### src/rtl/core/i2cm_pkg.sv
package i2cm_pkg;

  localparam int BufDepth = 16;
  localparam int BufAw = $clog2(BufDepth);
  localparam int LenW = 5;

  localparam logic [1:0] OP_TICK = 2'd0;
  localparam logic [1:0] OP_CMD  = 2'd1;
  localparam logic [1:0] OP_LOAD = 2'd2;

  localparam logic [2:0] K_PROBE = 3'd0;
  localparam logic [2:0] K_WREG  = 3'd1;
  localparam logic [2:0] K_RREG  = 3'd2;
  localparam logic [2:0] K_WBUF  = 3'd3;
  localparam logic [2:0] K_RBUF  = 3'd4;
  localparam logic [2:0] K_WCRC  = 3'd5;
  localparam logic [2:0] K_RCRC  = 3'd6;
  localparam logic [2:0] K_NONE  = 3'd7;

  localparam logic [1:0] ST_OK   = 2'd0;
  localparam logic [1:0] ST_NACK = 2'd1;
  localparam logic [1:0] ST_BLEN = 2'd2;
  localparam logic [1:0] ST_CRC  = 2'd3;

  typedef struct packed {
    logic [1:0] op;
    logic [2:0] kind;
    logic [6:0] target_addr;
    logic [7:0] reg_addr;
    logic [7:0] data_byte;
    logic [4:0] length;
    logic       sda_in;
  } item_t;

  typedef struct packed {
    logic       scl_out;
    logic       sda_out;
    logic       busy_res;
    logic [7:0] read_byte;
    logic       byte_valid;
    logic       last_byte;
    logic       done_res;
    logic [1:0] status;
  } res_t;

  function automatic logic [7:0] crc8_step(input logic [7:0] crc, input logic [7:0] b);
    logic [7:0] c;
    c = crc ^ b;
    for (int j = 0; j < 8; j++) begin
      c = c[7] ? ({c[6:0], 1'b0} ^ 8'h07) : {c[6:0], 1'b0};
    end
    return c;
  endfunction

endpackage

### src/rtl/core/i2cm_fifo.sv
module i2cm_fifo (
  input  logic           clk,
  input  logic           rst,
  input  logic           wr_valid,
  output logic           wr_ready,
  input  i2cm_pkg::item_t wr_data,
  output logic           rd_valid,
  input  logic           rd_ready,
  output i2cm_pkg::item_t rd_data
);
  import i2cm_pkg::*;

  item_t mem [2];
  logic       wp, rp;
  logic [1:0] cnt;

  assign wr_ready = (cnt != 2'd2);
  assign rd_valid = (cnt != 2'd0);
  assign rd_data  = mem[rp];

  always_ff @(posedge clk) begin
    if (wr_valid && wr_ready) begin
      mem[wp] <= wr_data;
    end
    if (rst) begin
      wp <= 1'b0;
      rp <= 1'b0;
      cnt <= 2'd0;
    end else begin
      if (wr_valid && wr_ready) wp <= ~wp;
      if (rd_valid && rd_ready) rp <= ~rp;
      cnt <= cnt + 2'((wr_valid && wr_ready) ? 1 : 0) - 2'((rd_valid && rd_ready) ? 1 : 0);
    end
  end

  always_ff @(posedge clk) begin
    if (!rst) begin
      assert (cnt <= 2'd2) else $error("queue overflow");
    end
  end

  property p_no_pop_empty;
    @(posedge clk) disable iff (rst) (cnt == 2'd0) |-> !rd_valid;
  endproperty
  a_no_pop_empty: assert property (p_no_pop_empty) else $error("pop on empty queue");

  property p_full_blocks;
    @(posedge clk) disable iff (rst) (cnt == 2'd2) |-> !wr_ready;
  endproperty
  a_full_blocks: assert property (p_full_blocks) else $error("push on full queue");

  property p_count;
    @(posedge clk) disable iff (rst)
      (wr_valid && wr_ready && !(rd_valid && rd_ready)) |=> (cnt == $past(cnt) + 2'd1);
  endproperty
  a_count: assert property (p_count) else $error("queue count slip");

endmodule

### src/rtl/core/i2cm_engine.sv
module i2cm_engine (
  input  logic            clk,
  input  logic            rst,
  input  logic            in_valid,
  output logic            in_ready,
  input  i2cm_pkg::item_t in_item,
  output logic            out_valid,
  input  logic            out_ready,
  output i2cm_pkg::res_t  out_res
);
  import i2cm_pkg::*;

  typedef enum logic [3:0] {
    PH_IDLE, PH_START1, PH_START2, PH_TXLO, PH_TXHI, PH_TXACK,
    PH_RXHI, PH_RXLO, PH_RXACK, PH_STOP1, PH_STOP2
  } phase_t;

  typedef enum logic [2:0] {
    SG_ADDRW, SG_REG, SG_DATA, SG_CRC, SG_BUF, SG_ADDRR, SG_RX
  } stage_t;

  phase_t     phase;
  stage_t     stage;
  logic [3:0] bit_count;
  logic [7:0] shift_reg;
  logic [4:0] byte_index;
  logic [7:0] crc_value;
  logic [2:0] h_kind;
  logic [6:0] h_dev;
  logic [7:0] h_reg;
  logic [7:0] h_data;
  logic [4:0] h_len;
  logic       scl, sda;
  logic [4:0] load_count;
  logic [1:0] final_status;
  logic [7:0] write_buffer [BufDepth];
  logic [7:0] buf_rd;

  logic       step;
  logic [4:0] bi_inc;
  logic       bad_len;
  logic       rx_last;
  logic [4:0] rx_total;
  logic       scl_next, sda_next;
  res_t       res_next;

  assign in_ready = !out_valid || out_ready;
  assign step = in_valid && in_ready;
  assign bi_inc = byte_index + 5'd1;
  assign bad_len = (in_item.length == '0) || (in_item.length > LenW'(BufDepth));
  assign rx_total = (h_kind == K_RBUF) ? h_len : ((h_kind == K_RCRC) ? 5'd2 : 5'd1);
  assign rx_last = (bi_inc >= rx_total);

  // The buffer byte for the next send is fetched while the current byte is on the bus.
  always_ff @(posedge clk) begin
    if (step && in_item.op == OP_LOAD && phase == PH_IDLE && load_count < 5'(BufDepth)) begin
      write_buffer[BufAw'(load_count)] <= in_item.data_byte;
    end
    buf_rd <= write_buffer[BufAw'(stage == SG_REG ? 5'd0 : bi_inc)];
  end

  always_comb begin
    scl_next = scl;
    sda_next = sda;
    res_next = '0;
    res_next.busy_res = (phase != PH_IDLE);
    unique case (in_item.op)
      OP_CMD: begin
        if (phase == PH_IDLE && in_item.kind != K_NONE) begin
          if ((in_item.kind == K_WBUF || in_item.kind == K_RBUF) && bad_len) begin
            res_next.done_res = 1'b1;
            res_next.status = ST_BLEN;
          end else begin
            res_next.busy_res = 1'b1;
          end
        end
      end
      OP_TICK: begin
        res_next.busy_res = 1'b1;
        unique case (phase)
          PH_IDLE: begin
            scl_next = 1'b1; sda_next = 1'b1;
            res_next.busy_res = 1'b0;
          end
          PH_START1: begin
            scl_next = 1'b1; sda_next = 1'b1;
          end
          PH_START2: begin
            scl_next = 1'b1; sda_next = 1'b0;
          end
          PH_TXLO: begin
            scl_next = 1'b0; sda_next = shift_reg[7];
          end
          PH_TXHI: begin
            scl_next = 1'b1; sda_next = shift_reg[7];
          end
          PH_TXACK: begin
            scl_next = 1'b1; sda_next = 1'b1;
          end
          PH_RXHI: begin
            scl_next = 1'b1; sda_next = 1'b1;
          end
          PH_RXLO: begin
            scl_next = 1'b0; sda_next = 1'b1;
          end
          PH_RXACK: begin
            scl_next = 1'b1; sda_next = rx_last;
            if (h_kind != K_RCRC) begin
              res_next.read_byte = shift_reg;
              res_next.byte_valid = 1'b1;
              res_next.last_byte = rx_last;
            end
          end
          PH_STOP1: begin
            scl_next = 1'b1; sda_next = 1'b0;
          end
          PH_STOP2: begin
            scl_next = 1'b1; sda_next = 1'b1;
            res_next.busy_res = 1'b0;
            res_next.done_res = 1'b1;
            res_next.status = final_status;
            if (h_kind == K_RCRC && final_status == ST_OK) begin
              res_next.read_byte = h_data;
              res_next.byte_valid = 1'b1;
              res_next.last_byte = 1'b1;
            end
          end
          default: begin
            scl_next = 1'b1; sda_next = 1'b1;
            res_next.busy_res = 1'b0;
          end
        endcase
      end
      default: ;
    endcase
    res_next.scl_out = scl_next;
    res_next.sda_out = sda_next;
  end

  always_ff @(posedge clk) begin
    if (rst) begin
      phase <= PH_IDLE;
      stage <= SG_ADDRW;
      bit_count <= '0;
      shift_reg <= '0;
      byte_index <= '0;
      crc_value <= '0;
      h_kind <= '0;
      h_dev <= '0;
      h_reg <= '0;
      h_data <= '0;
      h_len <= '0;
      scl <= 1'b1;
      sda <= 1'b1;
      load_count <= '0;
      final_status <= ST_OK;
      out_valid <= 1'b0;
      out_res <= '0;
    end else begin
      if (step) out_valid <= 1'b1;
      else if (out_ready) out_valid <= 1'b0;
      if (step) begin
        out_res <= res_next;
        scl <= scl_next;
        sda <= sda_next;
        unique case (in_item.op)
          OP_CMD: begin
            if (phase == PH_IDLE && in_item.kind != K_NONE &&
                !((in_item.kind == K_WBUF || in_item.kind == K_RBUF) && bad_len)) begin
              h_kind <= in_item.kind;
              h_dev <= in_item.target_addr;
              h_reg <= in_item.reg_addr;
              h_data <= in_item.data_byte;
              h_len <= in_item.length;
              crc_value <= (in_item.kind == K_WCRC) ?
                crc8_step(crc8_step(8'h00, in_item.reg_addr), in_item.data_byte) : 8'h00;
              load_count <= '0;
              final_status <= ST_OK;
              byte_index <= '0;
              stage <= SG_ADDRW;
              phase <= PH_START1;
            end
          end
          OP_LOAD: begin
            if (phase == PH_IDLE && load_count < 5'(BufDepth)) load_count <= load_count + 5'd1;
          end
          OP_TICK: begin
            unique case (phase)
              PH_IDLE: ;
              PH_START1: phase <= PH_START2;
              PH_START2: begin
                shift_reg <= {h_dev, stage == SG_ADDRR};
                bit_count <= '0;
                phase <= PH_TXLO;
              end
              PH_TXLO: phase <= PH_TXHI;
              PH_TXHI: begin
                shift_reg <= {shift_reg[6:0], 1'b0};
                bit_count <= bit_count + 4'd1;
                phase <= (bit_count >= 4'd7) ? PH_TXACK : PH_TXLO;
              end
              PH_TXACK: begin
                if (in_item.sda_in) begin
                  final_status <= ST_NACK;
                  phase <= PH_STOP1;
                end else begin
                  bit_count <= '0;
                  unique case (stage)
                    SG_ADDRW: begin
                      if (h_kind == K_PROBE) phase <= PH_STOP1;
                      else begin
                        stage <= SG_REG; shift_reg <= h_reg; phase <= PH_TXLO;
                      end
                    end
                    SG_REG: begin
                      if (h_kind == K_WREG || h_kind == K_WCRC) begin
                        stage <= SG_DATA; shift_reg <= h_data; phase <= PH_TXLO;
                      end else if (h_kind == K_WBUF) begin
                        stage <= SG_BUF; byte_index <= '0;
                        shift_reg <= buf_rd; phase <= PH_TXLO;
                      end else begin
                        stage <= SG_ADDRR; phase <= PH_START1;
                      end
                    end
                    SG_DATA: begin
                      if (h_kind == K_WCRC) begin
                        stage <= SG_CRC; shift_reg <= crc_value; phase <= PH_TXLO;
                      end else phase <= PH_STOP1;
                    end
                    SG_BUF: begin
                      byte_index <= bi_inc;
                      if (bi_inc >= h_len) phase <= PH_STOP1;
                      else begin
                        shift_reg <= (bi_inc < 5'(BufDepth)) ? buf_rd : 8'h00;
                        phase <= PH_TXLO;
                      end
                    end
                    SG_ADDRR: begin
                      stage <= SG_RX; byte_index <= '0;
                      shift_reg <= '0; phase <= PH_RXHI;
                    end
                    default: phase <= PH_STOP1;
                  endcase
                end
              end
              PH_RXHI: begin
                shift_reg <= {shift_reg[6:0], in_item.sda_in};
                bit_count <= bit_count + 4'd1;
                phase <= PH_RXLO;
              end
              PH_RXLO: phase <= (bit_count >= 4'd8) ? PH_RXACK : PH_RXHI;
              PH_RXACK: begin
                if (h_kind == K_RCRC) begin
                  if (byte_index == '0) h_data <= shift_reg;
                  else if (crc8_step(8'h00, h_data) != shift_reg) final_status <= ST_CRC;
                end
                byte_index <= bi_inc;
                if (rx_last) phase <= PH_STOP1;
                else begin
                  bit_count <= '0; shift_reg <= '0; phase <= PH_RXHI;
                end
              end
              PH_STOP1: phase <= PH_STOP2;
              PH_STOP2: phase <= PH_IDLE;
              default: phase <= PH_IDLE;
            endcase
          end
          default: ;
        endcase
      end
    end
  end

  property p_done_idle;
    @(posedge clk) disable iff (rst) (out_valid && out_res.done_res) |-> !out_res.busy_res;
  endproperty
  a_done_idle: assert property (p_done_idle) else $error("done while busy");

  property p_ok_status;
    @(posedge clk) disable iff (rst) (out_valid && !out_res.done_res) |-> (out_res.status == ST_OK);
  endproperty
  a_ok_status: assert property (p_ok_status) else $error("status without done");

  property p_hold;
    @(posedge clk) disable iff (rst) (out_valid && !out_ready) |=> ($stable(out_res) && out_valid);
  endproperty
  a_hold: assert property (p_hold) else $error("result changed while stalled");

endmodule

### src/rtl/core/i2c_master_register_access_crc8_core.sv
// I2C master for register, buffer and CRC8 (polynomial 0x07) protected register access. Each
// input transaction is a bus tick, a command start or a buffer load, and produces exactly one
// result transaction with the line drives and any status. One item per clock is sustained
// while m_tready is high: a two-entry queue decouples the input from the bus sequencer,
// which processes one item per cycle into a registered result stage unless it is stalled.
module i2c_master_register_access_crc8_core (
  input  logic        clk,
  input  logic        rst,
  input  logic        s_tvalid,
  output logic        s_tready,
  // op[1:0], kind[4:2], target_addr[11:5], reg_addr[19:12], data_byte[27:20], length[32:28],
  // sda_in[33], zero fill above
  input  logic [39:0] s_tdata,
  output logic        m_tvalid,
  input  logic        m_tready,
  // scl_out[0], sda_out[1], busy_res[2], read_byte[10:3], byte_valid[11], last_byte[12],
  // done_res[13], status[15:14]
  output logic [15:0] m_tdata
);
  import i2cm_pkg::*;

  item_t in_item, q_item;
  res_t  res;
  logic  q_valid, q_ready;

  assign in_item.op          = s_tdata[1:0];
  assign in_item.kind        = s_tdata[4:2];
  assign in_item.target_addr = s_tdata[11:5];
  assign in_item.reg_addr    = s_tdata[19:12];
  assign in_item.data_byte   = s_tdata[27:20];
  assign in_item.length      = s_tdata[32:28];
  assign in_item.sda_in      = s_tdata[33];

  i2cm_fifo u_fifo (
    .clk(clk), .rst(rst),
    .wr_valid(s_tvalid), .wr_ready(s_tready), .wr_data(in_item),
    .rd_valid(q_valid), .rd_ready(q_ready), .rd_data(q_item)
  );

  i2cm_engine u_engine (
    .clk(clk), .rst(rst),
    .in_valid(q_valid), .in_ready(q_ready), .in_item(q_item),
    .out_valid(m_tvalid), .out_ready(m_tready), .out_res(res)
  );

  assign m_tdata = {res.status, res.done_res, res.last_byte, res.byte_valid, res.read_byte,
                    res.busy_res, res.sda_out, res.scl_out};

endmodule
### config.mk
export PLATFORM = sky130hd
export DESIGN_NAME = i2c_master_register_access_crc8_core
export DESIGN_NICKNAME = d
export VERILOG_FILES = /design/src/rtl/core/i2cm_pkg.sv /design/src/rtl/core/i2cm_fifo.sv /design/src/rtl/core/i2cm_engine.sv /design/src/rtl/core/i2c_master_register_access_crc8_core.sv
export SDC_FILE = /design/constraint.sdc
export NUM_CORES = 1
export LEC_CHECK = 0
export ABC_AREA = 1
export BUFFER_PORTS_ARGS = -buffer_cell sky130_fd_sc_hd__buf_2
export CORE_ASPECT_RATIO = 1.2
export CORE_MARGIN = 1
export CORE_UTILIZATION = 52
export DETAILED_ROUTE_END_ITERATION = 7
export PLACE_DENSITY = 0.68
export REMOVE_ABC_BUFFERS = 1
export SYNTH_ARGS = -nofsm -noshare
export SYNTH_HDL_FRONTEND = slang
export SYNTH_SLANG_ARGS = --single-unit
### constraint.sdc
create_clock -name clk -period 8 [get_ports clk]
set_clock_uncertainty 0.2 [all_clocks]
set_input_delay 0.8 -clock clk [delete_from_list [all_inputs] [get_ports clk]]
set_output_delay 0.8 -clock clk [all_outputs]
set_load 0.05 [all_outputs]
Word-level counts from Yosys, hierarchy flattened

Memories as Yosys holds them, arrays and structs flattened. A register that Yosys moved wholly into a read port is not among the register bits.
Index checks and enable logic that the tools add are counted.

Memories: 2
Bits in registers: 93
Memory bits (writable): 196
Output and inout port bits: 18
Input port bits: 44
Logic and storage cells: 277

Add/subtract/negate cells: 5
Equality and inequality tests: 55
Magnitude comparators: 7
Reduce and logical (&&, ||, !) cells: 44
Mux-type cells: 110
Bitwise gates (word level): 27

Memory list:

| memory                | depth | width | rd ports | clocked after memory_dff | wr ports | line              | RTL |
|---|---|---|---|---|---|---|---|
| u_engine.write_buffer | 16    | 8     | 1        | 1                        | 1        | i2cm_engine.sv:36 | `logic [7:0] write_buffer [BufDepth];` |
| u_fifo.mem            | 2     | 34    | 1        | 1                        | 1        | i2cm_fifo.sv:13   | `item_t mem [2];` |

Operators with widths:

| cell                                                                    | count |
|---|---|
| 8-bit 2-to-1 mux                                                        | 13 |
| 3-bit 2-to-1 mux                                                        | 34 |
| 8-bit one-hot mux with 5 select lines                                   | 2 |
| 3-bit NOT                                                               | 24 |
| 4-bit 2-to-1 mux                                                        | 11 |
| 4-bit one-hot mux with 10 select lines                                  | 1 |
| 10-bit 2-to-1 mux                                                       | 3 |
| 5-bit 2-to-1 mux                                                        | 6 |
| 5-bit one-hot mux with 2 select lines                                   | 3 |
| 8-bit AND reduction                                                     | 3 |
| 3-bit equality test, second input constant                              | 7 |
| 3-bit inequality test, second input constant                            | 7 |
| 10-bit one-hot mux with 2 select lines                                  | 1 |
| 4-bit one-hot mux with 5 select lines                                   | 1 |
| 3-bit by 2-bit inequality test with 1-bit output, second input constant | 6 |
| 1-bit 2-to-1 mux                                                        | 17 |
| 4-bit by 3-bit equality test with 1-bit output, second input constant   | 4 |
| 4-bit one-hot mux with 4 select lines                                   | 1 |
| 8-bit one-hot mux with 2 select lines                                   | 1 |
| 5-bit one-hot mux with 3 select lines                                   | 1 |
| 2-bit 2-to-1 mux                                                        | 7 |
| 2-bit inequality test, second input constant                            | 7 |
| 4-bit equality test, second input constant                              | 3 |
| 4-bit inequality test, second input constant                            | 3 |
| other kinds (44)                                                        | 82 |

Depth between registers and ports, before layout

Depth after elaboration: 34
Depth in mapped cells: 19
Gate-level depth less buffers: 18

Hierarchy

From an unflattened synthesis, not the netlist that was laid out.

Cells, all modules: 1435
Area total of the unflattened synthesis: 14042.2 sq um

Modules (own cells, without submodules):

| module      | cells each | area an instance (sq um) | sequential area each (sq um) | times used |
|---|---|---|---|---|
| i2cm_engine | 1292       | 11189.5                  | 5785.5                       | 1 |
| i2cm_fifo   | 143        | 2852.7                   | 2142.1                       | 1 |

Least setup slack after synthesis

No wires, ideal clock.

Kind: input to register
Start point: input port s_tvalid
End point: memory u_fifo.mem[1][0] (netlist name), enable pin
Arrival: 2.371 ns
Required time: 7.373 ns
Library setup time: 0.427 ns
Stages on the path: 2
Slack: 5.002 ns
Buffers on the path: 0
Path through: nand2_1 > nor2_1

Longest elaborated chain between the ends: 3

Ends and longest elaborated chain:

| what                                   | line                                      | RTL |
|---|---|---|
| from (decl)                            | i2c_master_register_access_crc8_core.sv:9 | `input logic s_tvalid,` |
| 1-bit logical AND                      | i2cm_fifo.sv:22                           | `if (wr_valid && wr_ready) begin` |
| 1-bit 2-to-1 mux                       | i2cm_fifo.sv:22                           |  |
| 1-bit 2-to-1 mux (implied by the code) | i2cm_fifo.sv:23                           | `mem[wp] <= wr_data;` |
| to (decl)                              | i2cm_fifo.sv:13                           |  |

No other way between the ends.

Worst setup path after layout

Start point: register u_engine.byte_index[0]
End point: register u_engine.buf_rd[2], read port of u_engine.write_buffer

Longest elaborated chain between the ends: 2

Ends and longest elaborated chain:

| what                                   | line               | RTL |
|---|---|---|
| from (decl)                            | i2cm_engine.sv:26  | `logic [4:0] byte_index;` |
| from (signal assigned)                 | i2cm_engine.sv:231 | `byte_index <= bi_inc;` |
| from (signal assigned)                 | i2cm_engine.sv:257 | `byte_index <= bi_inc;` |
| 5-bit by 1-bit adder with 5-bit output | i2cm_engine.sv:49  | `assign bi_inc = byte_index + 5'd1;` |
| 4-bit 2-to-1 mux                       | i2cm_engine.sv:59  | `buf_rd <= write_buffer[BufAw'(stage == SG_REG ? 5'd0 : bi_inc)];` |
| to (decl)                              | i2cm_engine.sv:37  | `logic [7:0] buf_rd;` |

No other way between the ends.
A chain may end at the register's enable or synchronous reset.

==> flow_summary.toml <==
[run_status]
outcome = "completed"

[clocking]
clkSlewWorstSetupHoldPaths_ns = 0.07
post_cts_buffers = 0
cts_root_buffer = "clkbuf_16"
h-tree-depth = 1
cts_resized = 0
clock_path_buffers = 3
numCtsBuffers = 29
cts.sinks = 298
holdBufCountCts = 0
clk_latency_ns = 0.56
cts_tree = "done"

[synthesis]
synth_top_area_share_pct = 42.73
ys_warn_count = 0
ys_ff_latch = 298
synthTopCellsByArea = "edfxtp_1 43%, dfxtp_1 15%, nand2_1 9.3%"
synth_flop_cell = "edfxtp_1"
yosys-top-cells-count = "341 x nand2_1, 196 x edfxtp_1, 135 x inv_1, 116 x nor2_1, 114 x a21oi_1"
synth_area_mm2 = 0.01377
avgSynthCellArea_um2 = 9.382
postSynthCellCount = 1468
ys_seq_area_share_pct = 57.56
synth-edff-count = 196
synth_top_area_cell = "edfxtp_1"
yosysMostFrequentCell = "nand2_1"
async_flop_share_pct = 0
ys_types = 50

[worst_setup_path]
cp-startpoint = "u_engine.byte_index[0]"
cp-end-kind = "flop"
r2r-end = "u_engine.buf_rd[2]"
cp_max_fo = 28
worstPathArrival_ns = 4.64
regToRegStartpoint = "u_engine.byte_index[0]"
r2r_slack_ns = 3.65
critPathKind = "reg2reg"
crit_path_start_kind = "flop"
worst_ep_required_time_ns = 8.29
crit_path_end = "u_engine.buf_rd[2]"
r2r.worst_path.cells = 8

[grt]
grt_pass1_vias = 9836
antenna_found_initial = 0
grt_pass1_wl_um = 51430
grt_use_total_pct = 24.39
grt_max_degree = 45
overflow = 0

[worst_hold_path]
min_path_cells = 1
hold_class = "in2reg"

[place]
hpwlAfterDp_um = 22520
numPortBuffers = 55
place.gp.congestion = 0.9521

[final_layout]
nNetsFinal = 1571
synthToLayoutAreaGrowth_pct = 11.16
largest-register = "u_engine.write_buffer"
drive_above_1_share_pct = 10.85
n_antenna_cell = 0
reg_top3 = "u_engine.write_buffer (128), u_fifo.mem (68), u_engine.out_res (16)"
largest_reg_flops = 128

[timing]
max_freq_ghz = 0.2298
tns_ns = 0
fin_crit_sh_pct = 54.39
whs_ns = 0.2230
maxSlewViolCount = 0
period_minus_slack_ns = 4.351
setup_viol_count_final = 0
worst_pin_slew_ns = 1.227
hold_viol_final = 0
slew_headroom_pct = 18.11
rsz0062_at_grt = "no"

[routing]
antenna_left = 0
viasPerCell = 5.597
dr.pass1.iters = 5
drt-total-wl_um = 32910
routedWlPerCell_um = 17.69
vias = 10410
drc_errors = 0
drt-initial-drc-count = 599

[power]
vdd_drop_max_uv = 231.4
cellLeakagePower_nw = 5.844
power_density_mw_per_mm2 = 341.0
total_power_mw = 5.221

[die]
start_util_pct = 53.42
core_mm2 = 0.02578
die_area_mm2 = 0.02714
io-pin-count = 62
die_h_um = 180.3
die_w_um = 150.6
fp-row-count = 64

[flow_run]
cap_violations = 0
## worst max-delay path: stages, from the launching register on
cell and delay [ns]:
dfxtp_1 0.43, clkinv_1 0.73, ha_1 1.10, nand2_1 0.39
inv_1 0.66, o21ai_0 0.25, o221ai_1 0.25, o211ai_1 0.14
o21ai_0 0.12
## report_power, final
group          switching, mW  total, mW  leakage, nW  internal, mW
clock                  0.589       1.55        0.525         0.964
combinational           1.21       1.69         2.70         0.485
sequential            0.0884       1.98         2.62          1.89
## stage by stage
step / area [µm²] / utilization [%] / setup slack [ns] / cells
6_report: 15310 / 59.38 / 3.649 / 1860
3_5_place_dp: 14220 / 55.16 / 3.688 / 1806
2_1_floorplan: 13460 / - / 4.309 / 1414
4_1_cts: 15310 / 59.38 / 3.667 / 1860
3_3_place_gp: 14220 / 55.16 / 3.744 / 1806
5_1_grt: 15310 / 59.38 / 3.383 / 1860
## per-layer routing
layer | global-route usage, % | up-vias | share of wire (%) | wire (µm)
met5 | 0 | - | 0 | 0
met4 | 9.240 | 0 | 3.4 | 1132
met3 | 3.114 | 72 | 5.4 | 1785
met2 | 41.62 | 285 | 49 | 16120
met1 | 31.35 | 4930 | 42 | 13870
li1 | - | 5123 | - | -
## how the worst min path moves through the flow
stage	slack, ns	startpoint	endpoint
5_1_grt	0.20	s_tdata[20]	u_fifo.mem[1][6]
4_1_cts	0.20	s_tdata[12]	u_fifo.mem[1][14]
6_report	0.22	s_tdata[12]	u_fifo.mem[1][14]
3_5_place_dp	0.25	u_engine.out_res[0]	u_engine.out_res[0]
2_1_floorplan	0.23	u_fifo.rp	flop
3_3_place_gp	0.24	u_fifo.rp	flop
## cell type report
cell class / count / area (µm²)
fillers: 2257 / 10480
flip-flops and latches: 298 / 7928
multi-input cells: 971 / 5007
clock buffers: 37 / 755.7
inverters: 145 / 546.8
well taps: 330 / 412.9
clock inverters: 17 / 331.6
repair buffers: 62 / 327.8
## placed cells by master, fill, tap and decap left out, types with 12 or more instances in the layout
master / n
buf_2: 55
nand3_1: 80
inv_1: 135
o211ai_1: 20
ha_1: 20
nor3_1: 18
nor2_1: 114
clkbuf_16: 29
xnor2_1: 14
dfxtp_1: 102
o221ai_1: 26
edfxtp_1: 196
nand2_2: 12
nand2_1: 340
a21oi_1: 114
o21ai_0: 90
o21ai_1: 16
## logic make-up after synthesis
group                    Yosys count  share of synthesized area, %
AO/OA/AOI/OAI                    313                         13.53
XOR/XNOR                          27                         1.880
adder cells (fa/ha/maj)           20                         1.817
buffers and inverters            199                         6.214
flip-flops                       298                         57.56
multiplexers                       3                        0.2180
AND/OR/NAND/NOR                  608                         18.79
Note: power is estimated with default switching activity, not from simulation.
